<file path="src/rtl/dvps_pkg.sv">
// dvps_pkg: shared constants, register indexes, report codes and item types
// for the drain valve preheat sequencer. No dependencies.
package dvps_pkg;

    localparam int HOURS_KEPT  = 24;
    localparam int DRAIN_SLOTS = 2;

    localparam int STAMP_W    = 32;
    localparam int HOUR_W     = 5;
    localparam int MIN_W      = 6;
    localparam int SEC_W      = 6;
    localparam int TOD_W      = HOUR_W + MIN_W + SEC_W;
    localparam int TEMP_W     = 12;
    localparam int MS_W       = 27;
    localparam int REPORT_W   = 2;
    localparam int CFG_IDX_W  = 3;
    localparam int CFG_DATA_W = 27;

    localparam logic [CFG_IDX_W-1:0] CFG_DRAIN_TIME_A     = 3'd0;
    localparam logic [CFG_IDX_W-1:0] CFG_DRAIN_TIME_B     = 3'd1;
    localparam logic [CFG_IDX_W-1:0] CFG_COLD_LIMIT       = 3'd2;
    localparam logic [CFG_IDX_W-1:0] CFG_CRITICAL_LIMIT   = 3'd3;
    localparam logic [CFG_IDX_W-1:0] CFG_PREHEAT_TARGET   = 3'd4;
    localparam logic [CFG_IDX_W-1:0] CFG_PREHEAT_TIMEOUT  = 3'd5;
    localparam logic [CFG_IDX_W-1:0] CFG_DRAIN_OPEN       = 3'd6;

    localparam logic [REPORT_W-1:0] REPORT_NONE    = 2'd0;
    localparam logic [REPORT_W-1:0] REPORT_TIMEOUT = 2'd1;
    localparam logic [REPORT_W-1:0] REPORT_COLD    = 2'd2;

    localparam logic signed [TEMP_W-1:0] RST_COLD_LIMIT     = 12'sd0;
    localparam logic signed [TEMP_W-1:0] RST_CRITICAL_LIMIT = -12'sd80;
    localparam logic signed [TEMP_W-1:0] RST_PREHEAT_TARGET = 12'sd80;
    localparam logic [MS_W-1:0]          RST_PREHEAT_TIMEOUT = 27'd3600000;
    localparam logic [MS_W-1:0]          RST_DRAIN_OPEN      = 27'd10000;

    typedef struct packed {
        logic [TOD_W-1:0]         drain_time_a;
        logic [TOD_W-1:0]         drain_time_b;
        logic signed [TEMP_W-1:0] cold_limit;
        logic signed [TEMP_W-1:0] critical_limit;
        logic signed [TEMP_W-1:0] preheat_target;
        logic [MS_W-1:0]          preheat_timeout_ms;
        logic [MS_W-1:0]          drain_open_ms;
    } cfg_t;

    typedef struct packed {
        logic [STAMP_W-1:0]       now_ms;
        logic [HOUR_W-1:0]        hour;
        logic [MIN_W-1:0]         minute;
        logic [SEC_W-1:0]         second;
        logic signed [TEMP_W-1:0] valve_temp;
        logic                     drain_request;
    } tick_t;

    typedef struct packed {
        logic                drain_valve_on;
        logic                preheater_on;
        logic                drain_busy;
        logic                history_clear;
        logic [REPORT_W-1:0] report;
    } result_t;

endpackage

</file>
<file path="src/rtl/dvps_history.sv">
// dvps_history: 24-hour cold-hour history, sampled once per whole hour.
// Depends on dvps_pkg.
module dvps_history (
    input  logic                              clk,
    input  logic                              rst_n,
    input  logic                              fire,
    input  logic [dvps_pkg::HOUR_W-1:0]       hour,
    input  logic [dvps_pkg::MIN_W-1:0]        minute,
    input  logic [dvps_pkg::SEC_W-1:0]        second,
    input  logic signed [dvps_pkg::TEMP_W-1:0] valve_temp,
    input  logic signed [dvps_pkg::TEMP_W-1:0] cold_limit,
    output logic                              history_clear
);
    import dvps_pkg::*;

    logic [HOURS_KEPT-1:0] marks_reg;
    logic [HOURS_KEPT-1:0] marks_next;
    logic                  sampled_reg;
    logic                  sampled_next;
    logic                  top_of_hour;
    logic                  is_cold;

    assign top_of_hour = (minute == '0) && (second == '0);
    assign is_cold     = valve_temp < cold_limit;

    always_comb
    begin
        marks_next   = marks_reg;
        sampled_next = sampled_reg;
        if (top_of_hour)
        begin
            if (!sampled_reg)
            begin
                sampled_next = 1'b1;
                for (int i = 0; i < HOURS_KEPT; i++)
                begin
                    if (hour == HOUR_W'(i))
                    begin
                        marks_next[i] = is_cold;
                    end
                end
            end
        end
        else
        begin
            sampled_next = 1'b0;
        end
    end

    assign history_clear = (marks_next == '0);

    always_ff @(posedge clk or negedge rst_n)
    begin
        if (!rst_n)
        begin
            marks_reg   <= HOURS_KEPT'(1);
            sampled_reg <= 1'b0;
        end
        else if (fire)
        begin
            marks_reg   <= marks_next;
            sampled_reg <= sampled_next;
        end
    end

`ifndef ASSERT_OFF
    a_marks_hold: assert property (@(posedge clk) disable iff (!rst_n)
        !fire |=> $stable(marks_reg))
        else $error("history changed without an item");
    a_sample_rearm: assert property (@(posedge clk) disable iff (!rst_n)
        fire && !top_of_hour |=> !sampled_reg)
        else $error("hour sample not rearmed");
    a_single_sample: assert property (@(posedge clk) disable iff (!rst_n)
        fire && top_of_hour && sampled_reg |=> $stable(marks_reg))
        else $error("second sample taken within the same hour");
`endif

endmodule

</file>
<file path="src/rtl/dvps_task.sv">
// dvps_task: drain task, preheater and valve timing; forms each result item.
// Depends on dvps_pkg.
module dvps_task (
    input  logic              clk,
    input  logic              rst_n,
    input  logic              fire,
    input  dvps_pkg::tick_t   tick,
    input  logic              history_clear,
    input  dvps_pkg::cfg_t    cfg,
    output dvps_pkg::result_t res
);
    import dvps_pkg::*;

    logic               task_reg, task_next;
    logic               busy_reg, busy_next;
    logic               valve_reg, valve_next;
    logic               preheat_reg, preheat_next;
    logic               cold_rep_reg, cold_rep_next;
    logic               to_rep_reg, to_rep_next;
    logic [STAMP_W-1:0] vstart_reg, vstart_next;
    logic [STAMP_W-1:0] pstart_reg, pstart_next;
    logic [REPORT_W-1:0] report;

    logic [TOD_W-1:0]         tod;
    logic                     match;
    logic                     start;
    logic signed [TEMP_W-1:0] temp;
    logic signed [TEMP_W-1:0] crit;
    logic signed [TEMP_W-1:0] target;
    logic [STAMP_W-1:0]       pre_elapsed;
    logic [STAMP_W-1:0]       valve_elapsed;

    assign tod   = {tick.hour, tick.minute, tick.second};
    assign match = (tod == cfg.drain_time_a) ||
                   ((DRAIN_SLOTS >= 2) && (tod == cfg.drain_time_b));
    assign start  = match || tick.drain_request || task_reg;
    assign temp   = tick.valve_temp;
    assign crit   = cfg.critical_limit;
    assign target = cfg.preheat_target;

    always_comb
    begin
        task_next     = task_reg;
        busy_next     = busy_reg;
        valve_next    = valve_reg;
        preheat_next  = preheat_reg;
        cold_rep_next = cold_rep_reg;
        to_rep_next   = to_rep_reg;
        vstart_next   = vstart_reg;
        pstart_next   = pstart_reg;
        report        = REPORT_NONE;
        pre_elapsed   = '0;
        if (start)
        begin
            task_next = 1'b1;
            if (!task_reg)
            begin
                busy_next = 1'b1;
            end
            if (history_clear)
            begin
                cold_rep_next = 1'b0;
                to_rep_next   = 1'b0;
                vstart_next   = tick.now_ms;
                valve_next    = 1'b1;
                task_next     = 1'b0;
            end
            else if (temp > crit)
            begin
                if (!preheat_reg)
                begin
                    pstart_next  = tick.now_ms;
                    preheat_next = 1'b1;
                end
                pre_elapsed = tick.now_ms - pstart_next;
                if (temp >= target)
                begin
                    vstart_next  = tick.now_ms;
                    valve_next   = 1'b1;
                    preheat_next = 1'b0;
                    task_next    = 1'b0;
                end
                else if (pre_elapsed > {{(STAMP_W-MS_W){1'b0}}, cfg.preheat_timeout_ms})
                begin
                    if (!to_rep_reg)
                    begin
                        to_rep_next = 1'b1;
                        report      = REPORT_TIMEOUT;
                    end
                    preheat_next = 1'b0;
                    task_next    = 1'b0;
                    busy_next    = 1'b0;
                end
            end
            else
            begin
                if (!cold_rep_reg)
                begin
                    cold_rep_next = 1'b1;
                    report        = REPORT_COLD;
                end
                task_next = 1'b0;
                busy_next = 1'b0;
            end
        end
        valve_elapsed = tick.now_ms - vstart_next;
        if (valve_next &&
            (valve_elapsed >= {{(STAMP_W-MS_W){1'b0}}, cfg.drain_open_ms}))
        begin
            valve_next = 1'b0;
            busy_next  = 1'b0;
        end
    end

    assign res.drain_valve_on = valve_next;
    assign res.preheater_on   = preheat_next;
    assign res.drain_busy     = busy_next;
    assign res.history_clear  = history_clear;
    assign res.report         = report;

    always_ff @(posedge clk or negedge rst_n)
    begin
        if (!rst_n)
        begin
            task_reg     <= 1'b0;
            busy_reg     <= 1'b0;
            valve_reg    <= 1'b0;
            preheat_reg  <= 1'b0;
            cold_rep_reg <= 1'b0;
            to_rep_reg   <= 1'b0;
            vstart_reg   <= '0;
            pstart_reg   <= '0;
        end
        else if (fire)
        begin
            task_reg     <= task_next;
            busy_reg     <= busy_next;
            valve_reg    <= valve_next;
            preheat_reg  <= preheat_next;
            cold_rep_reg <= cold_rep_next;
            to_rep_reg   <= to_rep_next;
            vstart_reg   <= vstart_next;
            pstart_reg   <= pstart_next;
        end
    end

`ifndef ASSERT_OFF
    a_timeout_flag: assert property (@(posedge clk) disable iff (!rst_n)
        fire && (report == REPORT_TIMEOUT) |=> to_rep_reg && !preheat_reg)
        else $error("timeout report without flag or with preheater left on");
    a_cold_flag: assert property (@(posedge clk) disable iff (!rst_n)
        fire && (report == REPORT_COLD) |=> cold_rep_reg && !task_reg)
        else $error("cold report without flag or with task still running");
    a_valve_rise: assert property (@(posedge clk) disable iff (!rst_n)
        $rose(valve_reg) |-> $past(fire))
        else $error("valve opened without an item");
    a_clear_rearm: assert property (@(posedge clk) disable iff (!rst_n)
        fire && start && history_clear |=> !cold_rep_reg && !to_rep_reg)
        else $error("report flags kept after a clear-history opening");
`endif

endmodule

</file>
<file path="src/rtl/drain_valve_preheat_sequencer_unit.sv">
// drain_valve_preheat_sequencer_unit: top level; input stage, config registers,
// result register. Depends on dvps_pkg, dvps_history, dvps_task.
//
//  channel   handshake              payload
//  -------   ---------------------  ---------------------------------------------
//  in        in_valid / in_ready    now_ms hour minute second valve_temp
//                                   drain_request
//  out       out_valid / out_ready  drain_valve_on preheater_on drain_busy
//                                   history_clear report
//  cfg       cfg_we                 cfg_index cfg_data
//
// One item per cycle sustained while out_ready stays high; each item passes the input
// register, then the history and task logic into the result register.
// Reset: history holds hour 0 marked cold, all flags clear, config at defaults.
// A stalled output holds its item while one further item waits in the input
// register; in_ready then drops until out_ready returns.
module drain_valve_preheat_sequencer_unit (
    input  logic                                 clk,
    input  logic                                 rst_n,
    input  logic                                 in_valid,
    output logic                                 in_ready,
    input  logic [dvps_pkg::STAMP_W-1:0]         now_ms,
    input  logic [dvps_pkg::HOUR_W-1:0]          hour,
    input  logic [dvps_pkg::MIN_W-1:0]           minute,
    input  logic [dvps_pkg::SEC_W-1:0]           second,
    input  logic signed [dvps_pkg::TEMP_W-1:0]   valve_temp,
    input  logic                                 drain_request,
    output logic                                 out_valid,
    input  logic                                 out_ready,
    output logic                                 drain_valve_on,
    output logic                                 preheater_on,
    output logic                                 drain_busy,
    output logic                                 history_clear,
    output logic [dvps_pkg::REPORT_W-1:0]        report,
    input  logic                                 cfg_we,
    input  logic [dvps_pkg::CFG_IDX_W-1:0]       cfg_index,
    input  logic [dvps_pkg::CFG_DATA_W-1:0]      cfg_data
);
    import dvps_pkg::*;

    cfg_t    cfg_reg;
    tick_t   tick_reg;
    logic    s1_valid_reg;
    logic    out_valid_reg;
    result_t res_reg;
    result_t res_next;
    logic    s2_free;
    logic    fire;
    logic    in_take;
    logic    clear;

    assign s2_free  = !out_valid_reg || out_ready;
    assign fire     = s1_valid_reg && s2_free;
    assign in_ready = !s1_valid_reg || s2_free;
    assign in_take  = in_valid && in_ready;

    always_ff @(posedge clk or negedge rst_n)
    begin
        if (!rst_n)
        begin
            cfg_reg.drain_time_a       <= '0;
            cfg_reg.drain_time_b       <= '0;
            cfg_reg.cold_limit         <= RST_COLD_LIMIT;
            cfg_reg.critical_limit     <= RST_CRITICAL_LIMIT;
            cfg_reg.preheat_target     <= RST_PREHEAT_TARGET;
            cfg_reg.preheat_timeout_ms <= RST_PREHEAT_TIMEOUT;
            cfg_reg.drain_open_ms      <= RST_DRAIN_OPEN;
        end
        else if (cfg_we)
        begin
            unique case (cfg_index)
                CFG_DRAIN_TIME_A:    cfg_reg.drain_time_a       <= cfg_data[TOD_W-1:0];
                CFG_DRAIN_TIME_B:    cfg_reg.drain_time_b       <= cfg_data[TOD_W-1:0];
                CFG_COLD_LIMIT:      cfg_reg.cold_limit         <= cfg_data[TEMP_W-1:0];
                CFG_CRITICAL_LIMIT:  cfg_reg.critical_limit     <= cfg_data[TEMP_W-1:0];
                CFG_PREHEAT_TARGET:  cfg_reg.preheat_target     <= cfg_data[TEMP_W-1:0];
                CFG_PREHEAT_TIMEOUT: cfg_reg.preheat_timeout_ms <= cfg_data[MS_W-1:0];
                CFG_DRAIN_OPEN:      cfg_reg.drain_open_ms      <= cfg_data[MS_W-1:0];
                default:             cfg_reg                    <= cfg_reg;
            endcase
        end
    end

    always_ff @(posedge clk or negedge rst_n)
    begin
        if (!rst_n)
        begin
            s1_valid_reg  <= 1'b0;
            out_valid_reg <= 1'b0;
        end
        else
        begin
            if (in_take)
            begin
                s1_valid_reg <= 1'b1;
            end
            else if (fire)
            begin
                s1_valid_reg <= 1'b0;
            end
            if (fire)
            begin
                out_valid_reg <= 1'b1;
            end
            else if (out_ready)
            begin
                out_valid_reg <= 1'b0;
            end
        end
    end

    always_ff @(posedge clk)
    begin
        if (in_take)
        begin
            tick_reg.now_ms        <= now_ms;
            tick_reg.hour          <= hour;
            tick_reg.minute        <= minute;
            tick_reg.second        <= second;
            tick_reg.valve_temp    <= valve_temp;
            tick_reg.drain_request <= drain_request;
        end
        if (fire)
        begin
            res_reg <= res_next;
        end
    end

    dvps_history u_history (
        .clk           (clk),
        .rst_n         (rst_n),
        .fire          (fire),
        .hour          (tick_reg.hour),
        .minute        (tick_reg.minute),
        .second        (tick_reg.second),
        .valve_temp    (tick_reg.valve_temp),
        .cold_limit    (cfg_reg.cold_limit),
        .history_clear (clear)
    );

    dvps_task u_task (
        .clk           (clk),
        .rst_n         (rst_n),
        .fire          (fire),
        .tick          (tick_reg),
        .history_clear (clear),
        .cfg           (cfg_reg),
        .res           (res_next)
    );

    assign out_valid      = out_valid_reg;
    assign drain_valve_on = res_reg.drain_valve_on;
    assign preheater_on   = res_reg.preheater_on;
    assign drain_busy     = res_reg.drain_busy;
    assign history_clear  = res_reg.history_clear;
    assign report         = res_reg.report;

`ifndef ASSERT_OFF
    a_ready_low: assert property (@(posedge clk) disable iff (!rst_n)
        !in_ready |-> s1_valid_reg && out_valid_reg)
        else $error("input stalled with a free stage");
    a_take_holds: assert property (@(posedge clk) disable iff (!rst_n)
        in_take |=> s1_valid_reg)
        else $error("accepted item lost from input stage");
    a_fire_out: assert property (@(posedge clk) disable iff (!rst_n)
        fire |=> out_valid_reg)
        else $error("processed item not presented");
`endif

endmodule

</file>
<file path="config.mk">
export PLATFORM = sky130hd
export DESIGN_NAME = drain_valve_preheat_sequencer_unit
export DESIGN_NICKNAME = d
export VERILOG_FILES = /design/src/rtl/dvps_pkg.sv /design/src/rtl/dvps_history.sv /design/src/rtl/dvps_task.sv /design/src/rtl/drain_valve_preheat_sequencer_unit.sv
export SDC_FILE = /design/constraint.sdc
export NUM_CORES = 1
export LEC_CHECK = 0
export ABC_AREA = 1
export BUFFER_PORTS_ARGS = -buffer_cell sky130_fd_sc_hd__clkbuf_2
export CORE_UTILIZATION = 65
export CTS_CLUSTER_DIAMETER = 60
export DETAILED_ROUTE_END_ITERATION = 6
export GPL_TIMING_DRIVEN = 1
export PLACE_DENSITY = 0.87
export SLEW_MARGIN = 0
export SYNTH_ARGS = -nofsm -noshare
export SYNTH_HDL_FRONTEND = slang
export SYNTH_HIERARCHICAL = 1
export SYNTH_SLANG_ARGS = --single-unit
</file>
<file path="constraint.sdc">
create_clock -name clk -period 14.55 [get_ports clk]
set_input_delay 0.7275 -clock clk [delete_from_list [all_inputs] [get_ports clk]]
set_output_delay 0.7275 -clock clk [all_outputs]
set_load 0.005 [all_outputs]
</file>
== Word-level counts from Yosys, hierarchy flattened ==
Index checks and enable logic that the tools add are counted.
Word-level totals
  bits in writable memories: 0
  bits in registers: 289
  bits in latches: 0
  memories kept: 0
  logic and storage cells: 173
  memory bits (read-only): 0
  output and inout bits: 8
Operators by class
  add/sub/neg operators: 2
  reduce and logical (&&, ||, !) cells: 32
  muxes and demuxes: 69
  bitwise operators: 2
  shift-type cells: 0
  divide/modulo/power cells: 0
  equality and inequality tests: 33
  order comparisons: 5
  multipliers: 0
Operators by type and width (count)
  32-bit 2-to-1 mux: 8
  32-bit subtractor: 2
  1-bit 2-to-1 mux: 55
  24-bit 2-to-1 mux: 2
  5-bit by 4-bit equality test with 1-bit output (second input constant): 8
  5-bit equality test (second input constant): 8
  17-bit equality test: 2
  32-bit by 27-bit greater-or-equal comparator with 1-bit output: 1
  32-bit by 27-bit greater-than comparator with 1-bit output: 1
  24-bit logical NOT: 1
  5-bit by 3-bit equality test with 1-bit output (second input constant): 4
  2-bit AND reduction: 8
  12-bit greater-or-equal comparator: 1
  12-bit greater-than comparator: 1
  6-bit logical NOT: 2
  12-bit less-than comparator: 1
  5-bit by 2-bit equality test with 1-bit output (second input constant): 2
  3-bit equality test (second input constant): 3
  2-bit 2-to-1 mux: 4
  2-bit nonzero test: 4
  3-bit by 2-bit equality test with 1-bit output (second input constant): 2
  5-bit by 1-bit equality test with 1-bit output (second input constant): 1
  5-bit logical NOT: 1
  1-bit logical OR: 5
  other kinds (10): 16

== Depth between registers and ports, before layout ==
Gate-level depths: netlist (run 1).
  word-level depth: 15
  depth in mapped cells: 51
  mapped depth without buffers: 48

== Hierarchy ==
Netlist (run 1), hierarchy kept.
Modules (own cells, without submodules)
  dvps_task: cells each 1409, area an instance 9778.1 um^2, instances 1
  drain_valve_preheat_sequencer_unit: cells each 625, area an instance 6969.2 um^2, instances 1
  dvps_history: cells each 300, area an instance 1978.1 um^2, instances 1

== Least setup slack after synthesis (run 1) ==
OpenSTA, ideal clock, no wires.
  kind: flip-flop to flip-flop
  from: reg, netlist name tick_reg[12]
  to: reg res_reg, in the netlist drain_busy (data pin)
  stages on the path, launching flop included: 44
  path slack: 8.780 ns
  arrival: 5.519 ns
  cells stage by stage: edfxtp_1 ha_1 nand2_1 nor2_2 nand2_1 nor2_1 nor2_2 nand2_1 nand2_1 buf_4 nand2_4 mux2i_1 nand2_1 nor2_1 nand2_1 nor2_1 inv_1 nand4_1 [8 not listed] nand2_1 a21boi_1 o21ai_1 inv_1 o21ai_1 a21boi_0 xnor2_1 ha_1 nand4_1 o221a_2 nand2_1 nand2_1 nand2_1 nand3_1 nand4_2 nand2_1 and2_1 buf_4
On the way
  word-level cells in the longest chain between the ends: 11
RTL lines
  12-bit less-than comparator (*): RTL line dvps_history.sv:24  | assign is_cold = valve_temp < cold_limit;
  1-bit 2-to-1 mux: RTL line dvps_history.sv:37  | if (hour == HOUR_W'(i))
  24-bit 2-to-1 mux (*): RTL line dvps_history.sv:32  | if (!sampled_reg)
  24-bit 2-to-1 mux (*): RTL line dvps_history.sv:30  | if (top_of_hour)
  24-bit logical NOT (*): RTL line dvps_history.sv:50  | assign history_clear = (marks_next == '0);
  via clear: RTL line drain_valve_preheat_sequencer_unit.sv:50  | logic clear;
  32-bit 2-to-1 mux (*): RTL line dvps_task.sv:60  | if (history_clear)
  32-bit 2-to-1 mux (*): RTL line dvps_task.sv:53  | if (start)
  via u_task.vstart_next[0]: RTL line dvps_task.sv:20  | logic [STAMP_W-1:0] vstart_reg, vstart_next;
  32-bit subtractor (*): RTL line dvps_task.sv:106  | valve_elapsed = tick.now_ms - vstart_next;
  32-bit by 27-bit greater-or-equal comparator with 1-bit output (*): RTL line dvps_task.sv:108  | (valve_elapsed >= {{(STAMP_W-MS_W){1'b0}}, cfg.drain_open_ms}))
  1-bit logical AND (*): RTL line dvps_task.sv:107  | if (valve_next &&
  1-bit 2-to-1 mux (*): RTL line dvps_task.sv:107
  via u_task.busy_next: RTL line dvps_task.sv:15  | logic busy_reg, busy_next;
  to (signal assigned): RTL line drain_valve_preheat_sequencer_unit.sv:125  | res_reg <= res_next;
  to (decl): RTL line drain_valve_preheat_sequencer_unit.sv:45  | result_t res_reg;
Mark *: on every way through the listed nets, which the timed path passes. The rest lies on a longest branch.
A chain may end at the register's enable or synchronous reset.

==> summary.txt, run 1 <==
Floorplanning
  • DIE HEIGHT: 172 µm
  • Die Area: 29500 µm²
  • Ports: 105
  • Die width: 172 µm
  • # rows: 61
  • Starting Density: 66.7%
  • Core area: 28100 µm²

Synthesis
  • Largest area contributor in the synthesized netlist: dfrtp_1
  • Most common cell in the netlist: nand2_1
  • Warnings, synthesis: 6
  • Mapped Avg Cell Area: 8.02 µm²
  • Main flop type after synthesis: dfrtp_1
  • Register bit count reported by yosys: 289
  • Post-synth top area share: 26.1%
  • Area contributors post-synth: dfrtp_1, nand2_1, edfxtp_1
  • Asr flop ratio synth: 76.5%
  • Gate count after technology mapping: 2334
  • Syn_nets: 2585
  • Synth cell types: 57
  • Post-Syn Area: 18700 µm²
  • Post-synth EDFFs: 68
  • Register area share after synthesis: 40.6%
  • Commonest cells in the synthesized netlist: nand2_1, inv_1, dfrtp_1, ha_1, nand3_1

Clock network
  • TritonCTS clock tree: yes
  • Clock Sinks: 289
  • Clock buffer depth: 3
  • CTS clk-pin slew, worst paths: 0.06 ns
  • Clk root buf: clkbuf_16
  • Cts repair resizes: 0
  • Skew-Pair Late Insertion Delay: 0.58 ns
  • CTS H-Tree Depth: 1
  • Number of buffers created by CTS: 31
  • Post-CTS Hold Buffers: 0
  • Post-CTS setup buffer count: 0

Worst setup path
  • Reg2reg setup slack: 7.18 ns
  • Crit. End Element: flop
  • CP max-delay cell: nand2_1
  • Reg-to-Reg Start: tick_reg[12]
  • CP Launch Type: flop
  • CP Data Arrival Time: 7.70 ns
  • Crit path from: tick_reg[12]
  • WP data required: 14.89 ns
  • R2r endpoint: drain_busy
  • Crit path max fanout: 24
  • CP max stage delay: 0.56 ns
  • Crit-path most repeated cell: nand2_1
  • Setup CP Type: flop to flop
  • Reg2reg path depth: 40

Final layout
  • Final std cells w/o fill: 2824
  • Layout cells sized above 1: 12.1%
  • Max FFs per register: 124
  • # diodes: 0
  • Final core occ: 73.3%
  • Area growth syn-to-layout: 9.92%
  • Final-stage net count: 2672

Status
  • Failing checks: design-rule violations
  • Run status: finished, violations left

Pwr
  • Comb pwr share: 45.5%
  • Reg power frac: 31.4%
  • P_int: 2.21 mW
  • PwrDens: 180 nW/µm²
  • Clock group share of total power: 23.1%
  • Lkg Pwr: 10.3 nW
  • Net Switching: 1.50 mW
  • Peak supply drop: 0.151 mV
  • Sw frac: 40.4%

STA
  • Layout Skew: 0.0139 ns
  • Setup TNS: 0 ns
  • Achievable Freq: 136 MHz
  • Final Cycle Share: 50.6%
  • RSZ-0062 raised after global routing: no
  • Final Hold Viols: 0
  • Slew headroom: 14.6%
  • Final setup violation count: 0
  • Final Slew Violations: 0
  • Worst-Margin Slew: 1.28 ns
  • Minimum clock period: 7.37 ns

Detailed routing
  • DR vias: 16200
  • Detail Route Antenna Nets: 0
  • WL per Instance: 17.3 µm
  • DR iter-0 viols: 1350
  • Drt drc: 1
  • Detailed-route vias per instance: 5.74
  • Total Routed Length: 48700 µm
  • DR pass1 iterations: 7

Global routing
  • Antenna violations before repair: 0
  • First-pass GRT wire length: 77400 µm
  • Largest net degree at the start of global routing: 80
  • Gr ovfl total: 0
  • Tot GR Track Use: 33.5%
  • Vias in the first global route: 15600

Place
  • Placed insts: 2766
  • PortBufs: 104
  • RD Place Congestion: 0.973
  • Post-detail-place hpwl: 35400 µm

Run
  • Max cap viols: 0

Worst hold path
  • Hold WC Path Type: input pin to asynchronous set/reset pin
## metrics by stage
step	setup slack [ns]	hold WS [ns]	instance area (µm²)	total power, mW
after global routing	6.56	0.234	20600	3.98
after CTS	7.28	0.208	20600	3.69
after detailed placement	7.45	0.456	19500	2.82
final	7.18	0.149	20600	3.71
after global placement	7.71	0.455	19500	2.74
after floorplan	8.78	0.432	18700	2.40
## cells by family (layout without fill, tap and decap cells)
kind of cell | after synthesis | after routing | share of synthesized area (%)
buf+inv | 325 | 437 | 7.21
flops | 289 | 289 | 40.6
compound gates | 286 | 286 | 8.35
simple gates | 1135 | 1135 | 25.7
xor+xnor | 79 | 79 | 3.70
fa+ha+maj | 154 | 154 | 10.4
mux | 66 | 66 | 4.02
## how the worst max path moves through the flow
| stage | endpoint |
|---|---|
| floorplan | drain_busy |
| global placement | drain_busy |
| detailed placement | drain_busy |
| CTS | drain_busy |
| global route | drain_busy |
| finish | drain_busy |
## area by class of cell
class	count	area (µm²)
multi-input cells	1720	9770
flip-flops and latches	289	7610
fillers	2142	7500
inverters	265	995
clock buffers	48	961
repair buffers	114	604
well taps	378	473
clock inverters	10	170
## cells in the final DEF (no fill, tap or decap), drive strengths merged, types with 5 or more instances in the layout
| cell type | Yosys | final |
|---|---|---|
| nor3 | 21 | 21 |
| o21ai | 132 | 132 |
| nand2 | 777 | 777 |
| clkbuf | 21 | 152 |
| nand3 | 141 | 141 |
| edfxtp | 68 | 68 |
| xnor2 | 41 | 41 |
| ha | 152 | 152 |
| nor2 | 146 | 146 |
| buf | 39 | 10 |
| nor4 | 5 | 5 |
| a21o | 7 | 7 |
| o21bai | 12 | 12 |
| or2 | 16 | 16 |
| a31oi | 9 | 9 |
| inv | 265 | 267 |
| a21oi | 113 | 113 |
| mux2i | 64 | 64 |
| xor2 | 38 | 38 |
| dfstp | 26 | 26 |
| dfrtp | 195 | 195 |
| nand4 | 19 | 19 |
## power by group through the flow
stage               logic (mW)  registers, mW  clock network, mW
floorplan                 1.27           1.14                  0
global placement          1.58           1.16                  0
detailed placement        1.64           1.17                  0
CTS                       1.66           1.16              0.865
global route              1.90           1.18              0.897
finish                    1.69           1.17              0.858
## metal layers
layer  part of all wire (%)  routed length, µm  vias up  track usage [%]
li1                       -                  -     7757                -
met5                      0                  0        -                0
met4                    3.1               1500        0             11.5
met3                    7.5               3670      115             5.15
met1                     42              20600     7675             44.3
met2                     47              23000      662             56.3
## critical path, delay by kind of cell (launching register included)
kind	cells	cell delay (ns)
AND/OR/NAND/NOR	26	3.41
adder cells (fa/ha/maj)	3	1.06
AO/OA/AOI/OAI	4	1.01
buffers and inverters	5	0.76
flip-flops	1	0.43
multiplexers	1	0.23
XOR/XNOR	1	0.17
No activity file was read; power rests on OpenSTA's default activity.
==> run 2: changes to the inputs <==
--- a/config.mk
+++ b/config.mk
@@ -5,13 +5,13 @@
 export SDC_FILE = /design/constraint.sdc
 export NUM_CORES = 1
 export LEC_CHECK = 0
-export ABC_AREA = 1
+export ABC_AREA = 0
 export BUFFER_PORTS_ARGS = -buffer_cell sky130_fd_sc_hd__clkbuf_2
-export CORE_UTILIZATION = 65
+export CORE_UTILIZATION = 62
 export CTS_CLUSTER_DIAMETER = 60
 export DETAILED_ROUTE_END_ITERATION = 6
 export GPL_TIMING_DRIVEN = 1
-export PLACE_DENSITY = 0.87
+export PLACE_DENSITY = 0.84
 export SLEW_MARGIN = 0
 export SYNTH_ARGS = -nofsm -noshare
 export SYNTH_HDL_FRONTEND = slang
==> constraint.sdc (replaced) <==
create_clock -name clk -period 7.3 [get_ports clk]
set_input_delay 0.365 -clock clk [delete_from_list [all_inputs] [get_ports clk]]
set_output_delay 0.365 -clock clk [all_outputs]
set_load 0.005 [all_outputs]
==> summary.txt, run 2 <==
Clock network
  • CTS clk-pin slew, worst paths: 0.06 ns
  • Clk root buf: clkbuf_16
  • CTS H-Tree Depth: 1
  • Number of buffers created by CTS: 31
  • Clock buffer depth: 3
  • Clock Sinks: 289
  • Skew-Pair Late Insertion Delay: 0.59 ns
  • TritonCTS clock tree: yes

Floorplanning
  • Core area: 28100 µm²
  • Die Area: 29500 µm²
  • DIE HEIGHT: 172 µm
  • Ports: 105
  • Die width: 172 µm
  • # rows: 61
  • Starting Density: 63.6%

Detailed routing
  • WL per Instance: 20.0 µm
  • Detail Route Antenna Nets: 0
  • DR pass1 iterations: 6
  • DR vias: 14000
  • Detailed-route vias per instance: 6.15
  • Drt drc: 0
  • Total Routed Length: 45600 µm
  • DR iter-0 viols: 1191

Worst setup path
  • WP data required: 7.75 ns
  • CP Data Arrival Time: 7.48 ns
  • CP Launch Type: flop
  • Crit. End Element: flop
  • CP max stage delay: 0.62 ns
  • Crit path max fanout: 7
  • CP max-delay cell: or4_4
  • Setup CP Type: flop to flop

Synthesis
  • Largest area contributor in the synthesized netlist: dfrtp_1
  • Synth cell types: 87
  • Post-synth top area share: 27.3%
  • Gate count after technology mapping: 1687
  • Commonest cells in the synthesized netlist: dfrtp_1, a21oi_1, ha_1, mux2_2, nor2_1
  • Mapped Avg Cell Area: 10.6 µm²
  • Warnings, synthesis: 6
  • Area contributors post-synth: dfrtp_1, edfxtp_1, ha_1
  • Main flop type after synthesis: dfrtp_1
  • Most common cell in the netlist: dfrtp_1
  • Post-Syn Area: 17900 µm²
  • Asr flop ratio synth: 76.5%
  • Register area share after synthesis: 42.6%
  • Register bit count reported by yosys: 289
  • Post-synth EDFFs: 68
  • Syn_nets: 1938

Final layout
  • Final std cells w/o fill: 2277
  • Final core occ: 74.1%
  • Layout cells sized above 1: 23.4%
  • Max FFs per register: 124
  • Commonest non-fill, non-tap cells in the layout: dfrtp_1, a21oi_1, ha_1
  • Commonest non-fill, non-tap cell in the layout: dfrtp_1
  • Register Area: 7610 µm²
  • Fillers: 1939
  • Area growth syn-to-layout: 16.5%
  • Final-stage net count: 2125
  • # diodes: 0
  • Multi-input gate area: 9610 µm²
  • Final instance area: 20800 µm²

STA
  • Final setup violation count: 0
  • Minimum clock period: 7.03 ns
  • Final Cycle Share: 96.3%
  • Setup TNS: 0 ns
  • Setup ws final: 0.269 ns
  • Layout Skew: 0.0231 ns
  • Final Slew Violations: 0
  • Achievable Freq: 142 MHz
  • Hold_ws: 0.0444 ns
  • Slew headroom: 26.8%
  • Worst-Margin Slew: 1.09 ns
  • Final Hold Viols: 0

Global routing
  • Gr ovfl total: 0
  • Largest net degree at the start of global routing: 129
  • Antenna violations before repair: 0
  • First-pass GRT wire length: 71200 µm
  • Vias in the first global route: 13800
  • Tot GR Track Use: 30.9%

Pwr
  • Total power: 5.28 mW
  • Lkg Pwr: 9.24 nW
  • Peak supply drop: 0.248 mV
  • PwrDens: 254 nW/µm²

Run
  • Max cap viols: 0

Place
  • DP Worst Slack: 0.0760 ns
  • PortBufs: 104
  • Placed insts: 2135
  • RD Place Congestion: 0.931
  • Placed cell area: 18800 µm²
  • Post-detail-place hpwl: 31300 µm

Worst hold path
  • Hold WC Path Type: input pin to flop

Status
  • Run status: finished, final reports clean
-- run 2: cell types whose count changed after synthesis, sizes merged, moves of 17 or more --
cell	delta
o21ai	-65
nand3	-114
nand2	-714
inv	-147
nand4	+17
a21oi	+39
clkbuf	+21
o31ai	+23
mux2	+137
a21o	+29
nor2	-27
-- run 2: worst max-delay path: cells and delay by family (launching register included) --
kind	cells	cell delay, ns
adder cells (fa/ha/maj)	2	0.68
AND/OR/NAND/NOR	11	3.10
XOR/XNOR	1	0.18
buffers and inverters	4	0.62
flip-flops	1	0.44
multiplexers	1	0.14
AO/OA/AOI/OAI	9	1.71
-- run 2: where the power goes --
part           switching, mW  internal, mW
logic                  0.894         0.742
clock network          0.694         0.872
registers              0.170          1.91
total                   1.76          3.53
-- run 2: final timing paths --
kind                       slack, ns                 endpoint  cells after the start                     from
setup / recovery                0.27           drain_valve_on                     28             tick_reg[21]
hold / removal                  0.04              cfg_reg[25]                      2             cfg_data[25]
setup reg to reg                0.27           drain_valve_on                     28             tick_reg[21]
hold reg to reg                 0.51  u_history/marks_reg[17]                      1  u_history/marks_reg[17]
max in group asynchronous       5.81   u_history/marks_reg[8]                      3                    rst_n
min in group asynchronous       0.40     u_task/pstart_reg[8]                      2                    rst_n
-- run 2: cells by family (layout without fill, tap and decap cells) --
family | after synthesis | count (layout) | synth area share [%]
xor+xnor | 89 | 89 | 4.37
buf+inv | 184 | 396 | 4.46
fa+ha+maj | 154 | 154 | 10.9
mux | 202 | 202 | 12.3
flops | 289 | 289 | 42.6
compound gates | 398 | 398 | 14.2
simple gates | 371 | 371 | 11.2
-- run 2: layer usage --
layer  wire (µm)  global-route usage, %
met5           0                      0
met4        1350                   9.74
met3        2440                   3.45
met2       22300                   53.1
met1       19600                   40.9
-- run 2: layout make-up --
class / count / area share [%]
tap: 378 / 2.27
clock inverter: 17 / 0.704
inverter: 118 / 2.13
clock buffer: 41 / 4.25
multi-input combinational: 1214 / 46.2
timing repair buffer: 220 / 7.85
sequential: 289 / 36.6
-- run 2: what timing repair did --
action                                 in CTS  in global routing
endpoints found under the hold margin     151                  0
hold buffers                               64                  0
resized for setup                           0                 41
setup endpoints to repair                   0                  4
buffers inserted                            0                 19
==> run 3: changes to the inputs <==
--- a/config.mk
+++ b/config.mk
@@ -7,11 +7,11 @@
 export LEC_CHECK = 0
 export ABC_AREA = 0
 export BUFFER_PORTS_ARGS = -buffer_cell sky130_fd_sc_hd__clkbuf_2
-export CORE_UTILIZATION = 62
+export CORE_UTILIZATION = 56
 export CTS_CLUSTER_DIAMETER = 60
 export DETAILED_ROUTE_END_ITERATION = 6
 export GPL_TIMING_DRIVEN = 1
-export PLACE_DENSITY = 0.84
+export PLACE_DENSITY = 0.8
 export SLEW_MARGIN = 0
 export SYNTH_ARGS = -nofsm -noshare
 export SYNTH_HDL_FRONTEND = slang
==> constraint.sdc (replaced) <==
create_clock -name clk -period 5.81 [get_ports clk]
set_input_delay 0.2905 -clock clk [delete_from_list [all_inputs] [get_ports clk]]
set_output_delay 0.2905 -clock clk [all_outputs]
set_load 0.005 [all_outputs]
==> summary.txt, run 3 (synthesis results as in run 2) <==
Detailed routing
  • WL per Instance: 22.7 µm
  • Total Routed Length: 59200 µm
  • Detail Route Antenna Nets: 0
  • Detailed-route vias per instance: 6.24
  • Drt drc: 0
  • DR vias: 16300
  • DR pass1 iterations: 5
  • DR iter-0 viols: 1697

Final layout
  • Commonest non-fill, non-tap cells in the layout: buf_4, dfrtp_1, ha_1
  • Area growth syn-to-layout: 34.3%
  • Layout cells sized above 1: 37.3%
  • Fillers: 1908
  • Commonest non-fill, non-tap cell in the layout: buf_4
  • Final-stage net count: 2429
  • Max FFs per register: 124
  • Final instance area: 24000 µm²

Pwr
  • PwrDens: 324 nW/µm²
  • Total power: 7.77 mW
  • Lkg Pwr: 10.9 nW
  • Peak supply drop: 0.328 mV

STA
  • Final setup violation count: 9
  • Worst-Margin Slew: 1.17 ns
  • Final Slew Violations: 0
  • Minimum clock period: 7.26 ns
  • RSZ-0062 raised after global routing: yes
  • Achievable Freq: 138 MHz
  • Slew headroom: 22.2%
  • Setup TNS: -7.51 ns
  • Setup ws final: -1.45 ns
  • Final Cycle Share: 125%
  • Final Hold Viols: 0
  • Layout Skew: 0.0446 ns

Floorplanning
  • Die Area: 32600 µm²
  • DIE HEIGHT: 181 µm
  • Core area: 31500 µm²
  • Starting Density: 56.7%
  • Die width: 181 µm
  • # rows: 65
  • Ports: 105

Worst setup path
  • CP max stage delay: 0.70 ns
  • Crit. End Element: flop
  • Crit path from: tick_reg[15]
  • CP Data Arrival Time: 7.65 ns
  • Crit path max fanout: 4
  • WP data required: 6.20 ns
  • CP max-delay cell: or4_2
  • CP Launch Type: flop
  • Setup CP Type: flop to flop
  • Reg-to-Reg Start: tick_reg[15]

Place
  • RD Place Congestion: 0.954
  • PortBufs: 104
  • Placed cell area: 20700 µm²
  • Post-detail-place hpwl: 35800 µm

Run
  • Max cap viols: 0

Clock network
  • Clock Sinks: 289
  • TritonCTS clock tree: yes
  • Skew-Pair Late Insertion Delay: 0.56 ns
  • Number of buffers created by CTS: 34
  • Clock buffer depth: 3
  • CTS H-Tree Depth: 2
  • CTS clk-pin slew, worst paths: 0.07 ns
  • Clk root buf: clkbuf_16

Global routing
  • Global routing usage on met2: 59.6%
  • First-pass GRT wire length: 88300 µm
  • Antenna violations before repair: 1
  • Largest net degree at the start of global routing: 140
  • GR Util met1: 40.8%
  • GRT met3 Usage: 5.72%
  • Gr ovfl total: 0
  • Most used routing layer: met2
  • Vias in the first global route: 16800
  • Tot GR Track Use: 34.3%

Status
  • Failing checks: negative setup slack
  • Run status: finished, violations left

Worst hold path
  • Hold WC Path Type: input pin to flop
  • HP Start: cfg_data[21]
==> run 3: changes by cell type in the layout (fill, tap and decap cells not counted), sizes merged <==
cell    change
buf       +302
clkbuf      +3
inv         -6
diode       +1
clkinv      +1
bufinv      +5
==> run 3: critical path, delay by kind of cell (launching register included) <==
kind | cells | cell delay (ns)
AND/OR/NAND/NOR | 9 | 2.21
AO/OA/AOI/OAI | 11 | 2.19
buffers and inverters | 9 | 1.23
adder cells (fa/ha/maj) | 2 | 0.66
flip-flops | 1 | 0.43
XOR/XNOR | 1 | 0.19
multiplexers | 1 | 0.15
==> run 3: final cells by class <==
class | instances | area (µm²) | area share, %
clock inverter | 17 | 293 | 1.22
multi-input combinational | 1214 | 10200 | 42.6
clock buffer | 45 | 953 | 3.98
inverter | 118 | 443 | 1.85
antenna | 1 | 2.50 | 0.0104
sequential | 289 | 7610 | 31.7
tap | 402 | 503 | 2.10
timing repair buffer | 521 | 3970 | 16.6
==> run 3: path summary, 6_finish.rpt <==
check	endpoint	slack, ns	cells after the start
hold / removal	cfg_reg[21]	0.02	2
hold reg to reg	cfg_reg[3]	0.51	1
setup reg to reg	drain_valve_on	-1.45	33
max in group asynchronous	cfg_reg[82]	4.26	3
setup / recovery	drain_valve_on	-1.45	33
min in group asynchronous	u_task/pstart_reg[28]	0.35	2
==> run 3: metrics by stage <==
step                utilization, %  setup WS (ns)  instances  hold slack [ns]
global placement              65.8         -0.934       2404            0.327
detailed placement            65.8          -1.10       2404            0.344
CTS                           74.7          -1.00       2598           0.0138
floorplan                        -         -0.827       1687         -0.00509
global route                  76.2          -1.79       2607           0.0275
finish                        76.2          -1.45       2607           0.0202
==> run 3: per-layer routing <==
metal / vias up / part of all wire, %
met2: 921 / 49
met3: 295 / 8.0
met4: 0 / 6.3
met5: - / 0
li1: 7175 / -
met1: 7871 / 37
==> run 3: timing repair <==
action                                  4_1_cts  5_1_grt
gates cloned                                  2        0
hold endpoints to repair                    143        0
gates resized for setup                      86       71
setup buffers                                67       24
hold buffers                                 64        0
endpoints found under the setup margin        9       12
pin swaps                                    48       32
==> run 3: report_power, final <==
group	internal, mW	switching [mW]	total, mW
logic	1.31	1.47	2.79
clock network	1.41	0.961	2.37
registers	2.40	0.209	2.61
total	5.12	2.64	7.77
